### config.mk
export PLATFORM = sky130hd
export DESIGN_NAME = key_short_long_press_scanner_top
export DESIGN_NICKNAME = d
export VERILOG_FILES = /design/src/sv/kslp_pkg.sv /design/src/sv/kslp_state_mem.sv /design/src/sv/kslp_scan_engine.sv /design/src/sv/key_short_long_press_scanner_top.sv
export SDC_FILE = /design/constraint.sdc
export NUM_CORES = 1
export LEC_CHECK = 0
export BUFFER_PORTS_ARGS = -buffer_cell sky130_fd_sc_hd__buf_4
export CAP_MARGIN = 20
export CORE_MARGIN = 5
export CORE_UTILIZATION = 43
export CTS_BUF_LIST = sky130_fd_sc_hd__clkbuf_2 sky130_fd_sc_hd__clkbuf_4 sky130_fd_sc_hd__clkbuf_8
export DETAILED_ROUTE_END_ITERATION = 7
export GPL_TIMING_DRIVEN = 0
export PLACE_DENSITY_LB_ADDON = 0.05
export SYNTH_ARGS = -nofsm -noshare
export SYNTH_HDL_FRONTEND = slang
export SYNTH_HIERARCHICAL = 1
export SYNTH_SLANG_ARGS = --single-unit
### constraint.sdc
create_clock -name clk_i -period 12.9 [get_ports clk_i]
set_input_delay 1.29 -clock clk_i [delete_from_list [all_inputs] [get_ports clk_i]]
set_output_delay 1.29 -clock clk_i [all_outputs]
set_load 0.01 [all_outputs]
### src/sv/kslp_pkg.sv
// Shared types and constants for the key short/long press scanner.
package kslp_pkg;

  localparam int unsigned NUM_KEYS_DEF = 9;
  localparam int unsigned TICK_W       = 32;
  localparam int unsigned HOLD_W       = 16;
  localparam int unsigned CFG_IDX_W    = 2;
  localparam int unsigned CFG_DATA_W   = 16;

  // Configuration register indexes
  localparam logic [CFG_IDX_W-1:0] REG_LONG_TICKS  = 2'd0;
  localparam logic [CFG_IDX_W-1:0] REG_LOCAL_HIGH  = 2'd1;
  localparam logic [CFG_IDX_W-1:0] REG_REMOTE_HIGH = 2'd2;

  localparam logic [HOLD_W-1:0] LONG_TICKS_RST = 16'd1000;

  typedef enum logic [1:0] {
    EV_NONE   = 2'd0,
    EV_SHORT  = 2'd1,
    EV_LONG   = 2'd2,
    EV_REMOTE = 2'd3
  } kslp_event_e;

  typedef struct packed {
    logic [HOLD_W-1:0] long_ticks;
    logic              local_high;
    logic              remote_high;
  } kslp_cfg_t;

  // One key's state entry
  typedef struct packed {
    logic              level;
    logic              long_fired;
    logic [TICK_W-1:0] press_tick;
  } kslp_entry_t;

endpackage

### src/sv/kslp_state_mem.sv
// Key state memory: one write and one registered read port, valid bits for reset.
module kslp_state_mem
  import kslp_pkg::*;
#(
  parameter int unsigned DEPTH = NUM_KEYS_DEF,
  parameter int unsigned AW    = $clog2(DEPTH)
) (
  input  logic          clk_i,
  input  logic          rst_ni,
  input  logic          rd_en_i,
  input  logic [AW-1:0] rd_addr_i,
  output kslp_entry_t   rd_data_o,
  input  logic          wr_en_i,
  input  logic [AW-1:0] wr_addr_i,
  input  kslp_entry_t   wr_data_i
);

  kslp_entry_t            mem_q [DEPTH];
  kslp_entry_t            rdata_q;
  logic [DEPTH-1:0]       valid_q;
  logic                   rvalid_q;

  always_ff @(posedge clk_i) begin
    if (wr_en_i) begin
      mem_q[wr_addr_i] <= wr_data_i;
    end
    if (rd_en_i) begin
      rdata_q <= mem_q[rd_addr_i];
    end
  end

  always_ff @(posedge clk_i or negedge rst_ni) begin
    if (!rst_ni) begin
      valid_q  <= '0;
      rvalid_q <= 1'b0;
    end else begin
      if (wr_en_i) begin
        valid_q[wr_addr_i] <= 1'b1;
      end
      if (rd_en_i) begin
        rvalid_q <= valid_q[rd_addr_i];
      end
    end
  end

  // never-written entry reads as the reset state (all zero)
  assign rd_data_o = rvalid_q ? rdata_q : '0;

endmodule

### src/sv/kslp_scan_engine.sv
// Scan sequencer: read-modify-write of key state, one key per cycle, early exit.
module kslp_scan_engine
  import kslp_pkg::*;
#(
  parameter int unsigned NUM_KEYS = NUM_KEYS_DEF,
  parameter int unsigned KW       = $clog2(NUM_KEYS + 1),
  parameter int unsigned AW       = $clog2(NUM_KEYS)
) (
  input  logic                clk_i,
  input  logic                rst_ni,
  input  kslp_cfg_t           cfg_i,
  input  logic                start_i,
  input  logic [NUM_KEYS-1:0] pins_i,
  input  logic [TICK_W-1:0]   now_i,
  output logic                busy_o,
  output logic                res_valid_o,
  output logic [KW-1:0]       res_key_o,
  output kslp_event_e         res_kind_o,
  output logic [TICK_W-1:0]   res_tick_o,
  output logic                rd_en_o,
  output logic [AW-1:0]       rd_addr_o,
  input  kslp_entry_t         rd_data_i,
  output logic                wr_en_o,
  output logic [AW-1:0]       wr_addr_o,
  output kslp_entry_t         wr_data_o
);

  typedef enum logic {S_IDLE, S_SCAN} state_e;

  state_e                state_q;
  logic [NUM_KEYS-1:0]   pins_q;
  logic [TICK_W-1:0]     now_q;
  logic [AW-1:0]         idx_q;
  logic                  res_valid_q;
  logic [KW-1:0]         res_key_q;
  kslp_event_e           res_kind_q;
  logic [TICK_W-1:0]     res_tick_q;

  logic                  remote_act;
  logic                  cur;
  logic                  changed;
  logic                  keep_long;
  logic [TICK_W-1:0]     new_tick;
  logic [TICK_W-1:0]     held;
  logic                  short_ev;
  logic                  long_ev;
  logic                  last_key;

  assign remote_act = (pins_i[NUM_KEYS-1] == cfg_i.remote_high);

  // per-key update on the entry that arrived from memory
  always_comb begin
    cur       = (pins_q[idx_q] == cfg_i.local_high);
    changed   = (cur != rd_data_i.level);
    keep_long = (changed && cur) ? 1'b0 : rd_data_i.long_fired;
    new_tick  = changed ? now_q : rd_data_i.press_tick;
    held      = now_q - new_tick;
    short_ev  = changed && !cur && !rd_data_i.long_fired;
    long_ev   = cur && !keep_long && (held > TICK_W'(cfg_i.long_ticks));
    last_key  = (idx_q == AW'(NUM_KEYS - 1));
  end

  // next read is issued while the current key is written back
  always_comb begin
    rd_en_o   = 1'b0;
    rd_addr_o = '0;
    if (state_q == S_IDLE) begin
      rd_en_o = start_i && !remote_act;
    end else if (!(short_ev || long_ev) && !last_key) begin
      rd_en_o   = 1'b1;
      rd_addr_o = idx_q + AW'(1);
    end
  end

  assign wr_en_o   = (state_q == S_SCAN) && (changed || long_ev);
  assign wr_addr_o = idx_q;
  assign wr_data_o = '{level: cur, long_fired: keep_long | long_ev, press_tick: new_tick};

  always_ff @(posedge clk_i or negedge rst_ni) begin
    if (!rst_ni) begin
      state_q     <= S_IDLE;
      res_valid_q <= 1'b0;
      idx_q       <= '0;
      pins_q      <= '0;
      now_q       <= '0;
      res_key_q   <= '0;
      res_kind_q  <= EV_NONE;
      res_tick_q  <= '0;
    end else begin
      res_valid_q <= 1'b0;
      case (state_q)
        S_IDLE: begin
          if (start_i) begin
            pins_q <= pins_i;
            now_q  <= now_i;
            idx_q  <= '0;
            if (remote_act) begin
              res_valid_q <= 1'b1;
              res_key_q   <= KW'(NUM_KEYS - 1);
              res_kind_q  <= EV_REMOTE;
              res_tick_q  <= '0;
            end else begin
              state_q <= S_SCAN;
            end
          end
        end
        S_SCAN: begin
          if (short_ev || long_ev) begin
            state_q     <= S_IDLE;
            res_valid_q <= 1'b1;
            res_key_q   <= KW'(idx_q);
            res_kind_q  <= short_ev ? EV_SHORT : EV_LONG;
            res_tick_q  <= now_q;
          end else if (last_key) begin
            state_q     <= S_IDLE;
            res_valid_q <= 1'b1;
            res_key_q   <= KW'(NUM_KEYS);
            res_kind_q  <= EV_NONE;
            res_tick_q  <= '0;
          end else begin
            idx_q <= idx_q + AW'(1);
          end
        end
        default: state_q <= S_IDLE;
      endcase
    end
  end

  assign busy_o      = (state_q != S_IDLE) || res_valid_q;
  assign res_valid_o = res_valid_q;
  assign res_key_o   = res_key_q;
  assign res_kind_o  = res_kind_q;
  assign res_tick_o  = res_tick_q;

endmodule

### src/sv/key_short_long_press_scanner_top.sv
// Top level of the key short/long press scanner.
//
//  channel   | direction | handshake                  | payload
//  ----------+-----------+----------------------------+-----------------------------------
//  s_axis    | in        | s_axis_tvalid/s_axis_tready| tdata: pin_levels, now_tick
//  m_axis    | out       | m_axis_tvalid/m_axis_tready| tdata: key_index, event_kind, tick
//  cfg       | in        | cfg_valid_i/cfg_ready_o    | cfg_index_i, cfg_data_i
//
//  Steps: with the remote pin active, the accept goes to the engine's result register, then the
//  output register; otherwise the accept, then one visited key at a time (up to NUM_KEYS, up to
//  the first event), then the result and output registers. The key state memory's one read and
//  one write port set the pace: one key read, updated and written back per cycle.
//  Reset: key state reads as released/zero through per-entry valid bits, no clearing pass.
//  Stalls: a new transaction is taken only once the engine is idle and the previous result
//  has left or is leaving the output register; a held output does not block a running scan.
module key_short_long_press_scanner_top
  import kslp_pkg::*;
#(
  parameter int unsigned NUM_KEYS = NUM_KEYS_DEF,
  parameter int unsigned KW       = $clog2(NUM_KEYS + 1),
  parameter int unsigned AW       = $clog2(NUM_KEYS),
  parameter int unsigned IN_W     = ((NUM_KEYS + TICK_W + 7) / 8) * 8,
  parameter int unsigned OUT_W    = ((KW + 2 + TICK_W + 7) / 8) * 8
) (
  input  logic                  clk_i,
  input  logic                  rst_ni,
  input  logic                  s_axis_tvalid,
  output logic                  s_axis_tready,
  // tdata from bit 0: pin_levels [NUM_KEYS], now_tick [32], zero fill
  input  logic [IN_W-1:0]       s_axis_tdata,
  output logic                  m_axis_tvalid,
  input  logic                  m_axis_tready,
  // tdata from bit 0: key_index [KW], event_kind [2], event_tick [32], zero fill
  output logic [OUT_W-1:0]      m_axis_tdata,
  input  logic                  cfg_valid_i,
  output logic                  cfg_ready_o,
  input  logic [CFG_IDX_W-1:0]  cfg_index_i,
  input  logic [CFG_DATA_W-1:0] cfg_data_i
);

  kslp_cfg_t           cfg_q;
  logic                busy;
  logic                start;
  logic                res_valid;
  logic [KW-1:0]       res_key;
  kslp_event_e         res_kind;
  logic [TICK_W-1:0]   res_tick;
  logic                rd_en;
  logic [AW-1:0]       rd_addr;
  kslp_entry_t         rd_data;
  logic                wr_en;
  logic [AW-1:0]       wr_addr;
  kslp_entry_t         wr_data;
  logic                out_valid_q;
  logic [KW-1:0]       out_key_q;
  logic [1:0]          out_kind_q;
  logic [TICK_W-1:0]   out_tick_q;

  // the user must write config only while idle; not enforced here, so always ready
  assign cfg_ready_o = 1'b1;

  always_ff @(posedge clk_i or negedge rst_ni) begin
    if (!rst_ni) begin
      cfg_q <= '{long_ticks: LONG_TICKS_RST, local_high: 1'b1, remote_high: 1'b1};
    end else if (cfg_valid_i) begin
      case (cfg_index_i)
        REG_LONG_TICKS:  cfg_q.long_ticks  <= cfg_data_i;
        REG_LOCAL_HIGH:  cfg_q.local_high  <= cfg_data_i[0];
        REG_REMOTE_HIGH: cfg_q.remote_high <= cfg_data_i[0];
        default: ;
      endcase
    end
  end

  // take a scan when the engine is free and the output slot is free or draining
  assign s_axis_tready = !busy && (!out_valid_q || m_axis_tready);
  assign start         = s_axis_tvalid && s_axis_tready;

  kslp_scan_engine #(
    .NUM_KEYS (NUM_KEYS),
    .KW       (KW),
    .AW       (AW)
  ) u_engine (
    .clk_i       (clk_i),
    .rst_ni      (rst_ni),
    .cfg_i       (cfg_q),
    .start_i     (start),
    .pins_i      (s_axis_tdata[NUM_KEYS-1:0]),
    .now_i       (s_axis_tdata[NUM_KEYS+TICK_W-1:NUM_KEYS]),
    .busy_o      (busy),
    .res_valid_o (res_valid),
    .res_key_o   (res_key),
    .res_kind_o  (res_kind),
    .res_tick_o  (res_tick),
    .rd_en_o     (rd_en),
    .rd_addr_o   (rd_addr),
    .rd_data_i   (rd_data),
    .wr_en_o     (wr_en),
    .wr_addr_o   (wr_addr),
    .wr_data_o   (wr_data)
  );

  kslp_state_mem #(
    .DEPTH (NUM_KEYS),
    .AW    (AW)
  ) u_mem (
    .clk_i     (clk_i),
    .rst_ni    (rst_ni),
    .rd_en_i   (rd_en),
    .rd_addr_i (rd_addr),
    .rd_data_o (rd_data),
    .wr_en_i   (wr_en),
    .wr_addr_i (wr_addr),
    .wr_data_i (wr_data)
  );

  // output register; the engine only finishes into a free slot
  always_ff @(posedge clk_i or negedge rst_ni) begin
    if (!rst_ni) begin
      out_valid_q <= 1'b0;
    end else if (res_valid) begin
      out_valid_q <= 1'b1;
    end else if (m_axis_tready) begin
      out_valid_q <= 1'b0;
    end
  end

  always_ff @(posedge clk_i) begin
    if (res_valid) begin
      out_key_q  <= res_key;
      out_kind_q <= res_kind;
      out_tick_q <= res_tick;
    end
  end

  assign m_axis_tvalid = out_valid_q;
  assign m_axis_tdata  = OUT_W'({out_tick_q, out_kind_q, out_key_q});

endmodule

==> results of run 1 <==
==> worst paths after layout <==
path / from / to / slack [ps] / depth (start not counted)
setup / recovery: u_engine/wr_addr_o[0] / u_mem/rdata_q[29] / 750 / 40
hold / removal: u_engine/res_tick_o[25] / out_tick_q[25] / 440 / 0
setup reg to reg: u_engine/wr_addr_o[0] / u_mem/rdata_q[29] / 750 / 40
hold reg to reg: u_engine/res_tick_o[25] / out_tick_q[25] / 440 / 0
max in group asynchronous: rst_ni / u_engine/res_tick_o[24] / 11650 / 2
min in group asynchronous: rst_ni / u_engine/res_tick_o[10] / 480 / 1
==> layout make-up <==
type                       count  area (um^2)
buffer                        80        445.4
sequential                   492        14210
fill                        4548        25350
multi-input combinational    884         7131
clock buffer                 111         1371
clock inverter                38        251.5
antenna                        2        5.005
tap                          680        850.8
inverter                     136        510.5
timing repair buffer         131         1176
==> metrics by stage <==
stage	area, um^2	hold slack (ps)
finish	25960	441.2
global route	25950	455.1
CTS	25910	421.9
detailed placement	24280	433.1
global placement	23860	429.5
floorplan	22240	424.9
==> state kept, by name (all words and copies together) (netlist names), 9 cells and up <==
signal,cells
u_engine/now_q,32
u_engine/res_tick_o,32
u_mem/mem_q,306
cfg_q,18
u_engine/pins_q,9
out_tick_q,32
u_mem/valid_q,9
u_mem/rdata_q,34
==> logic make-up after synthesis <==
logic type                 share of synthesized area (%)
adders and majority gates                          2.589
muxes                                              9.741
AOI/OAI and AO/OA                                  9.674
and+or+nand+nor                                    8.751
DFF                                                63.93
buffers and inverters                              4.299
xor gates and xnor gates                          0.9848
other                                            0.03378
==> per-layer routing <==
metal	vias to the layer above	part of all wire, %	GRT usage, %
met5	-	0	0
met2	373	48	32.50
met3	74	5.9	3.655
met1	6958	44	28.00
li1	6418	-	-
met4	0	2.0	5.755
==> worst register-to-register path, delay by kind of cell (launching register included) <==
family	cells	cell delay, ps
buffers and inverters	12	4220
and+or+nand+nor	6	1040
adders and majority gates	3	1020
DFF	1	550
muxes	3	1180
xor gates and xnor gates	2	560
AOI/OAI and AO/OA	14	3330
==> layout by cell type (no fill, tap or decap), drive strengths merged, types with 32 or more instances in the layout <==
cell / netlist / layout
clkbuf: 46 / 163
dfrtp: 106 / 106
nand3: 35 / 35
edfxtp: 378 / 378
inv: 135 / 138
clkinv: 1 / 32
a222oi: 36 / 36
a21oi: 44 / 44
nor2: 60 / 60
buf: 34 / 159
mux4: 71 / 71
ha: 41 / 41
nand2: 171 / 171
o21ai: 84 / 84
and2: 34 / 34
==> summary.txt, run 1 <==
Post-Synthesis Cells -> 1591
Setup Viol. Count Final -> 0
Tightest Pin Transition -> 1079 ps
Worst skew pair latency -> 660 ps
Worst Hold Class -> reg2reg
Critical path's most frequent cell -> buf_2
Total of max-cap violations -> 0
Synth cell types -> 89
Post-route insts no fill -> 2554
Starting DRT DRC Count -> 1021
Routability cong. -> 0.8902
Yosys Warn Count -> 6
Fin. max-slew vios -> 0
CP max FO -> 10
Number of I/O port buffers -> 103
Vias in the first global route -> 14.20k
Clk sink count -> 492
#FFs+latches synth -> 492
GRT Util Overall -> 20.03%
Post-CTS Setup Bufs -> 0
Final core occ -> 50.60%
CP max-delay cell -> buf_1
Worst-case clock buffer depth -> 3
Global-route wire length before repair -> 86500 um
Post-cts gate resize count -> 0
Starting Density -> 43.34%
Root Buffer -> clkbuf_8
Placeable core region -> 51300 um^2
Clock transition at the registers of the reported paths -> 60 ps
RSZ-0062 raised after global routing -> false
CP top delay family -> buffers and inverters
TritonCTS Buffers -> 82
Total global routing overflow -> 0
Vias per cell -> 5.412
Post-DP HPWL -> 39780 um
Die X -> 237.4 um
Top FF cell, synth -> edfxtp_1
Remaining DRCs -> 0
# nets final -> 1919
Setup_tns -> 0 ps
Setup CP Type -> reg2reg
Period utilisation layout -> 94.16%
Largest net degree at the start of global routing -> 92
Startpoint Class -> flip-flop
Die ar. -> 56350 um^2
CTS tree -> built
Most area-consuming cells after synthesis -> edfxtp_1, dfrtp_1, mux4_2
Crit path DAT -> 12540 ps
CP Capture Type -> flip-flop
Placed cells -> 2397
Worst slack, placed -> 805.7 ps
Initial DRT Pass Iterations -> 6
Post-DRT Antenna Nets -> 0
Max H-tree Level -> 3
Avg Cell Area, Syn -> 13.97 um^2
Asr flop ratio synth -> 23.17%
WP buf/inv -> 12
Fin crit period -> 12150 ps
Commonest cells post-synth -> edfxtp_1, nand2_1, inv_1
Sequential share of the synthesized area -> 63.93%
Die extent in y -> 237.4 um
EDFF count, synth -> 378
Area delta synth->final -> 16.74%
Initial antenna violation count -> 1
Fin. Hold Viols -> 0
Netlist Area Pre-Place -> 22230 um^2
WP data required -> 13290 ps
Final WL -> 56710 um
WL/cell -> 22.21 um
Setup Skew -> 21.83 ps
DR vias -> 13.82k
Proportion of layout cells with a drive suffix above 1 -> 25.21%
Io pins -> 114
Status -> finished, final reports clean
Fmax -> 0.08233 GHz
Cts hold-fix bufs -> 0
Post-synth top area cell -> edfxtp_1
Worst Slack Setup Final -> 754.0 ps
Worst path max stage delay -> 670 ps
Relative slew slack -> 27.30%
Most frequent cell after synthesis -> edfxtp_1
Row count -> 83
Top-area cell type share of the netlist area -> 51.05%
Power of run 1 is left out: the tool's default activity adds up to more than one toggle a clock period on the data nets, which glitch-free logic cannot reach.
==> run 2, diff against run 1 <==
--- a/config.mk
+++ b/config.mk
@@ -13,6 +13,7 @@
 export DETAILED_ROUTE_END_ITERATION = 7
 export GPL_TIMING_DRIVEN = 0
 export PLACE_DENSITY_LB_ADDON = 0.05
+export RECOVER_POWER = 25
 export SYNTH_ARGS = -nofsm -noshare
 export SYNTH_HDL_FRONTEND = slang
 export SYNTH_HIERARCHICAL = 1
==> summary.txt, run 2 (synthesis gave the netlist of run 1 again) <==
Met1 WL -> 25310 um
Clk sink count -> 492
CP Capture Type -> flip-flop
Hold Path End -> out_tick_q[25]
Setup Skew -> 22.85 ps
GRT Util Overall -> 20.03%
Worst skew pair latency -> 670 ps
Max H-tree Level -> 3
Largest register FFs -> 306
Cts hold-fix bufs -> 0
Fin. max-slew vios -> 125
Failing checks -> capacitance limit, slew limit
Most frequent cells in the layout -> edfxtp_1, nand2_1, inv_1, dfrtp_1, clkbuf_1
Io pins -> 114
Worst path max stage delay -> 660 ps
CTS tree -> built
WP data required -> 13300 ps
Die ar. -> 56350 um^2
Fin. Hold Viols -> 0
Row count -> 83
Largest net degree at the start of global routing -> 92
Fmax -> 0.08228 GHz
WP buf/inv -> 12
Crit path DAT -> 12560 ps
Placeable core region -> 51300 um^2
Status -> finished with violations
R2R setup slack -> 750 ps
Setup Viol. Count Final -> 0
Hold Path Cell Cnt -> 0
Startpoint Class -> flip-flop
Setup CP Type -> reg2reg
Root Buffer -> clkbuf_8
Total global routing overflow -> 0
Post-DRT Antenna Nets -> 0
Hold_sp -> u_engine/res_tick_o[25]
Critical path's most frequent cell -> buf_2
CP max-delay cell -> buf_1
Post-cts gate resize count -> 0
Max Used Layer -> met4
Fin crit period -> 12150 ps
Met2 wire len -> 27010 um
Number of I/O port buffers -> 103
Worst r2r path cells -> 40
Leading cell type in the layout, fill and taps excluded -> edfxtp_1
Tightest Pin Transition -> 4987 ps
Routed wl met3 -> 3239 um
WL/cell -> 22.20 um
Global-route wire length before repair -> 86500 um
Vias in the first global route -> 14.20k
Remaining DRCs -> 0
Starting Density -> 43.34%
Final hold slack -> 440.4 ps
RSZ-0062 raised after global routing -> false
TritonCTS Buffers -> 82
DR vias -> 13.81k
Clock transition at the registers of the reported paths -> 60 ps
Relative slew slack -> -232.4%
Die extent in y -> 237.4 um
CP top delay family -> buffers and inverters
Initial DRT Pass Iterations -> 5
Starting DRT DRC Count -> 979
Total of max-cap violations -> 2
Initial antenna violation count -> 1
Worst Hold Class -> reg2reg
Post-DP HPWL -> 39780 um
Vias per cell -> 5.407
Proportion of layout cells with a drive suffix above 1 -> 22.76%
Post-CTS Setup Bufs -> 0
Most flops, register -> u_mem/mem_q
FF-to-FF End -> u_mem/rdata_q[8]
Die X -> 237.4 um
Final WL -> 56710 um
Worst R2R Start -> u_engine/wr_addr_o[0]
# nets final -> 1919
Area delta synth->final -> 15.75%
Worst-case clock buffer depth -> 3
Period utilisation layout -> 94.21%
CP max FO -> 10
Routability cong. -> 0.8902
Top flop regs -> u_mem/mem_q: 306 flops, u_mem/rdata_q: 34 flops
[run 2: routing by layer]
| layer | vias up | global-route usage, % |
|---|---|---|
| li1 | 6416 | - |
| met1 | 6953 | 28.00 |
| met2 | 366 | 32.50 |
| met3 | 74 | 3.655 |
| met4 | 0 | 5.755 |
| met5 | - | 0 |
[run 2: per-stage QoR]
stage	cells	cell area [um^2]	TNS [ps]	util (%)	worst slack, ps
after floorplan	1592	22240	0	-	2935
after global placement	2375	23860	-444990	46.51	-2766
after detailed placement	2397	24280	0	47.33	805.7
after CTS	2546	25910	0	50.50	755.3
after global routing	2553	25730	0	50.16	43.21
final	2554	25730	0	50.16	746.9
[run 2: cell type report]
cell class | instances | area (um^2)
fillers | 4598 | 25570
flip-flops and latches | 492 | 14210
multi-input cells | 884 | 7119
clock buffers | 111 | 1371
repair buffers | 131 | 978.4
well taps | 680 | 850.8
inverters | 136 | 510.5
plain buffers | 80 | 434.2
clock inverters | 38 | 251.5
diodes | 2 | 5.005
[run 2: worst reg2reg max path: cells and delay by family, from the launching register on]
kind	cells	cell delay, ps
fa+ha+maj	3	1020
xor+xnor	2	560
simple gates	6	1060
buf+inv	12	4130
flops	1	550
mux	3	1180
compound gates	14	3410
[run 2: worst max path at each step]
stage	startpoint	endpoint	slack, ps	cells after the start
2_1_floorplan	u_engine/wr_addr_o[0]	u_mem/mem_q[0][0]	2930	36
3_3_place_gp	u_engine/wr_addr_o[0]	u_mem/valid_q[0]	-2770	37
3_5_place_dp	u_engine/wr_addr_o[0]	u_mem/rdata_q[8]	810	40
4_1_cts	u_engine/wr_addr_o[0]	u_mem/rdata_q[8]	760	40
5_1_grt	u_engine/wr_addr_o[0]	u_mem/rdata_q[8]	40	40
6_report	u_engine/wr_addr_o[0]	u_mem/rdata_q[8]	750	40
Power of run 2 is left out for the same reason.
